===== src/vn_pkg.sv =====
`timescale 1ns / 1ps
`default_nettype none
package vn_pkg;

	localparam int COMPONENT_WIDTH = 32;
	localparam int FRACTION_BITS = 16;
	localparam int UNIT_FRAC = 30;
	localparam int EPS_WIDTH = 16;
	localparam int EPS_FRAC = 16;
	localparam int OUT_WIDTH = 32;

	localparam int CW = COMPONENT_WIDTH;
	localparam int SW = 2 * COMPONENT_WIDTH;
	localparam int QDEPTH = 4;
	localparam int QAW = $clog2(QDEPTH);

	typedef struct packed {
		logic signed [CW-1:0] x_in;
		logic signed [CW-1:0] y_in;
		logic signed [CW-1:0] z_in;
	} vec_item_t;

	typedef struct packed {
		logic signed [OUT_WIDTH-1:0] x_unit;
		logic signed [OUT_WIDTH-1:0] y_unit;
		logic signed [OUT_WIDTH-1:0] z_unit;
		logic [OUT_WIDTH-1:0] magnitude;
		logic too_small;
	} res_item_t;

	// Entry passed from the front to the back through the queue.
	typedef struct packed {
		logic [SW-1:0] sum;
		logic [CW-1:0] ax;
		logic [CW-1:0] ay;
		logic [CW-1:0] az;
		logic [2:0] neg;
	} sq_item_t;

endpackage
`default_nettype wire


===== src/vn_queue.sv =====
`timescale 1ns / 1ps
`default_nettype none
module vn_queue (
	input wire logic clk,
	input wire logic arst_n,
	input wire logic wr,
	input wire vn_pkg::sq_item_t wdata,
	output logic room,
	input wire logic rd,
	output logic avail,
	output vn_pkg::sq_item_t rdata
);

	localparam int QAW = vn_pkg::QAW;

	vn_pkg::sq_item_t mem_q [vn_pkg::QDEPTH];
	logic [QAW-1:0] wp_q, rp_q;
	logic [QAW:0] cnt_q;

	assign room = cnt_q != (QAW+1)'(vn_pkg::QDEPTH);
	assign avail = cnt_q != '0;
	assign rdata = mem_q[rp_q];

	always_ff @(posedge clk or negedge arst_n) begin
		if (!arst_n) begin
			wp_q <= '0;
			rp_q <= '0;
			cnt_q <= '0;
		end else begin
			if (wr) wp_q <= wp_q + QAW'(1);
			if (rd) rp_q <= rp_q + QAW'(1);
			if (wr && !rd) cnt_q <= cnt_q + (QAW+1)'(1);
			else if (rd && !wr) cnt_q <= cnt_q - (QAW+1)'(1);
		end
	end

	always_ff @(posedge clk) begin
		if (wr) mem_q[wp_q] <= wdata;
	end

endmodule
`default_nettype wire


===== config.mk =====
export PLATFORM = sky130hd
export DESIGN_NAME = vn_queue
export DESIGN_NICKNAME = d
export VERILOG_FILES = /design/src/vn_pkg.sv /design/src/vn_queue.sv
export SDC_FILE = /design/constraint.sdc
export NUM_CORES = 1
export LEC_CHECK = 0
export BUFFER_PORTS_ARGS = -buffer_cell sky130_fd_sc_hd__buf_2
export CAP_MARGIN = 15
export CORE_MARGIN = 2
export CORE_UTILIZATION = 40
export CTS_CLUSTER_DIAMETER = 30
export DETAILED_ROUTE_END_ITERATION = 16
export MAX_ROUTING_LAYER = met4
export SYNTH_ARGS = -nofsm -noshare
export SYNTH_HDL_FRONTEND = slang
export SYNTH_SLANG_ARGS = --single-unit
export TNS_END_PERCENT = 1

===== constraint.sdc =====
create_clock -name clk -period 6.1 [get_ports clk]
set_clock_uncertainty 0.1 [all_clocks]
set_input_delay 0.305 -clock clk [delete_from_list [all_inputs] [get_ports clk]]
set_output_delay 0.305 -clock clk [all_outputs]
set_load 0.01 [all_outputs]

==> results_dict.tcl <==
set metrics [dict create \
    setup-tns-final_ns 0 \
    start_kind "flop" \
    fin_crit_ns 3.22 \
    yosys.area.top_type "edfxtp_1" \
    peakVddDrop_mv 0.322 \
    routed_wl_mm 49.9 \
    path_buf_inv 2 \
    max_freq_ghz 0.311 \
    coreArea_um2 59200 \
    layout_commonest_cell "edfxtp_1" \
    htree_levels 4 \
    post_cts_buffers 0 \
    finalMaxSlewViolations 0 \
    finish.net_count 1677 \
    worstPathCellList "buf_12, mux4_2, buf_2" \
    antenna_found_initial 3 \
    path_max_fanout 76 \
    cts_sinks 659 \
    rr_startpoint "wp_q[0]" \
    dieArea_um2 62100 \
    syn_area_um2 24000 \
    numPortBuffers 331 \
    power.density_nw_per_um2 538 \
    hold_start "wdata[149]" \
    path_delay_family "flip-flops" \
    die_y_um 249 \
    status "finished clean" \
    layout_common_cells "edfxtp_1 (652), buf_2 (331), dlygate4sd3_1 (167), mux4_2 (163), clkbuf_16 (146)" \
    clock_path_buffers 3 \
    worstPathArrival_ns 2.81 \
    setup_viol 0 \
    io_pins 332 \
    cp-end-kind "output pin" \
    gp_congestion 0.711 \
    grt-ovfl-total 0 \
    critPathMaxStageDelay_ns 0.70 \
    initialDrtViolationCount 566 \
    synth_edf_count 652 \
    crit_type "flop to output pin" \
    syn-instance-count 887 \
    ctsResizeCount 0 \
    ys_seq_elements 659 \
    cp.required_ns 5.69 \
    async_flop_share_pct 1.06 \
    cts-buffers-inserted 142 \
    rsz0062_at_grt "no" \
    fin_crit_sh_pct 52.7 \
    hold_ws_ns 0.272 \
    routedWlPerCell_um 20.8 \
    first_global_vias 13178 \
    drive_above_1_share_pct 45.3 \
    grt_max_degree 90 \
    initial_core_util_pct 40.6 \
    leakagePower_nw 11.7 \
    max_slew_margin_pct 32.3 \
    clk_transition_reported_paths_ns 0.04 \
    ant_nets 0 \
    crit_start "rp_q[0]" \
    grt_pass1_wl_mm 76.7 \
    yosys-top-cells-area "edfxtp_1 (81%), mux4_2 (15%), buf_12 (0.92%), dfrtp_1 (0.73%), buf_2 (0.33%)" \
    cts_tree "built" \
    hpwl_mm 26.8 \
    synth_area_per_cell_um2 27.1 \
    worst_skew_pair.late_latency_ns 0.67 \
    vias_per_cell 4.93 \
    root_buffer "clkbuf_16" \
    worst_slew_pin_slew_ns 1.02 \
    hold_viol 0 \
    ys_types 19 \
    maxCapViolations 0 \
    area_growth_pct 37.3 \
    die-width_um 249 \
    grt_util_all_layers_pct 16.9 \
    rows 89 \
    yosys.area.top_type_share_pct 81.5 \
    hold_class "input port to flop" \
    yosysWarningCount 0 \
    syn_nets 1060 \
    synth_top_flop_cell "edfxtp_1" \
    vias 11814 \
    dr.pass1.iters 4 \
    slowest_stage "dfrtp_4" \
    seq_area_frac_synth_pct 82.2 \
    drc 0 \
    postCtsHoldBufs 167 \
]
[kinds of logic (layout without fill, tap and decap cells)]
family / Yosys count / in the layout / synth area share, %
compound gates: 1 / 1 / 0.0208
other cells: 0 / 3 / 0
buf+inv: 41 / 774 / 1.70
fa+ha+maj: 6 / 6 / 0.344
mux: 164 / 164 / 15.3
xor+xnor: 6 / 6 / 0.219
simple gates: 10 / 10 / 0.208
flops: 659 / 659 / 82.2
[sequential cells by signal, indices dropped and copies added, names as in the netlist]
signal / cells
rp_q: 2
wp_q: 2
mem_q: 652
cnt_q: 3
[cells in the mapped netlist (2+ instances only)]
cell and n:
and2_1 4, buf_12 11, buf_2 16, buf_6 7, clkbuf_1 2, dfrtp_1 7, edfxtp_1 652, ha_1 5
inv_1 4, mux4_2 163, nand2_1 3, nor2_1 2, xnor2_1 2, xor2_1 4
[area by class of cell]
class	count	area, µm²
Inverter	4	15.0
Sequential cell	659	19800
Fill cell	4443	26200
Antenna cell	3	7.51
Timing Repair Buffer	510	3510
Multi-Input combinational cell	187	3880
Clock buffer	161	3710
Tap cell	773	967
Clock inverter	99	1150
[through the flow]
step	worst slack (ns)	std cells	power [mW]	cell area (µm²)	utilization, %
final	2.88	2396	17.8	33000	55.7
after global routing	2.67	2396	18.5	33000	55.7
after global placement	3.48	1966	10.2	26500	44.7
after detailed placement	3.47	1966	10.3	26500	44.7
after floorplan	1.12	887	8.97	24000	-
after CTS	2.74	2393	18.1	33000	55.7
[worst reg2reg max path, delay by kind of cell, from the launching register on]
family / cells / cell delay, ns
and+or+nand+nor: 1 / 0.59
DFF: 1 / 0.42
buffers and inverters: 2 / 0.87
adders and majority gates: 1 / 0.15
[layer usage]
layer	vias to the layer above	track usage (%)	wire, µm
met5	-	-	0
met4	0	6.78	1040
met3	94	5.91	3490
met2	367	25.7	24500
met1	6173	20.8	20900
li1	5180	-	-
[report_power, final]
group | total, mW | internal, mW | switching, mW | leakage, nW
clock network | 7.60 | 5.21 | 2.39 | 2.35
logic | 3.95 | 1.79 | 2.16 | 3.24
registers | 6.21 | 5.94 | 0.263 | 6.07
[worst paths after layout]
path	endpoint	slack (ns)	cells past startpoint
max reg2reg	mem_q[2][74]	3.51	4
min	mem_q[0][149]	0.27	2
max in group asynchronous	rp_q[0]	5.09	3
min in group asynchronous	cnt_q[0]	0.52	3
min reg2reg	cnt_q[2]	0.38	1
max	rdata[108]	2.88	3
Note: power is estimated with default switching activity, not from simulation.
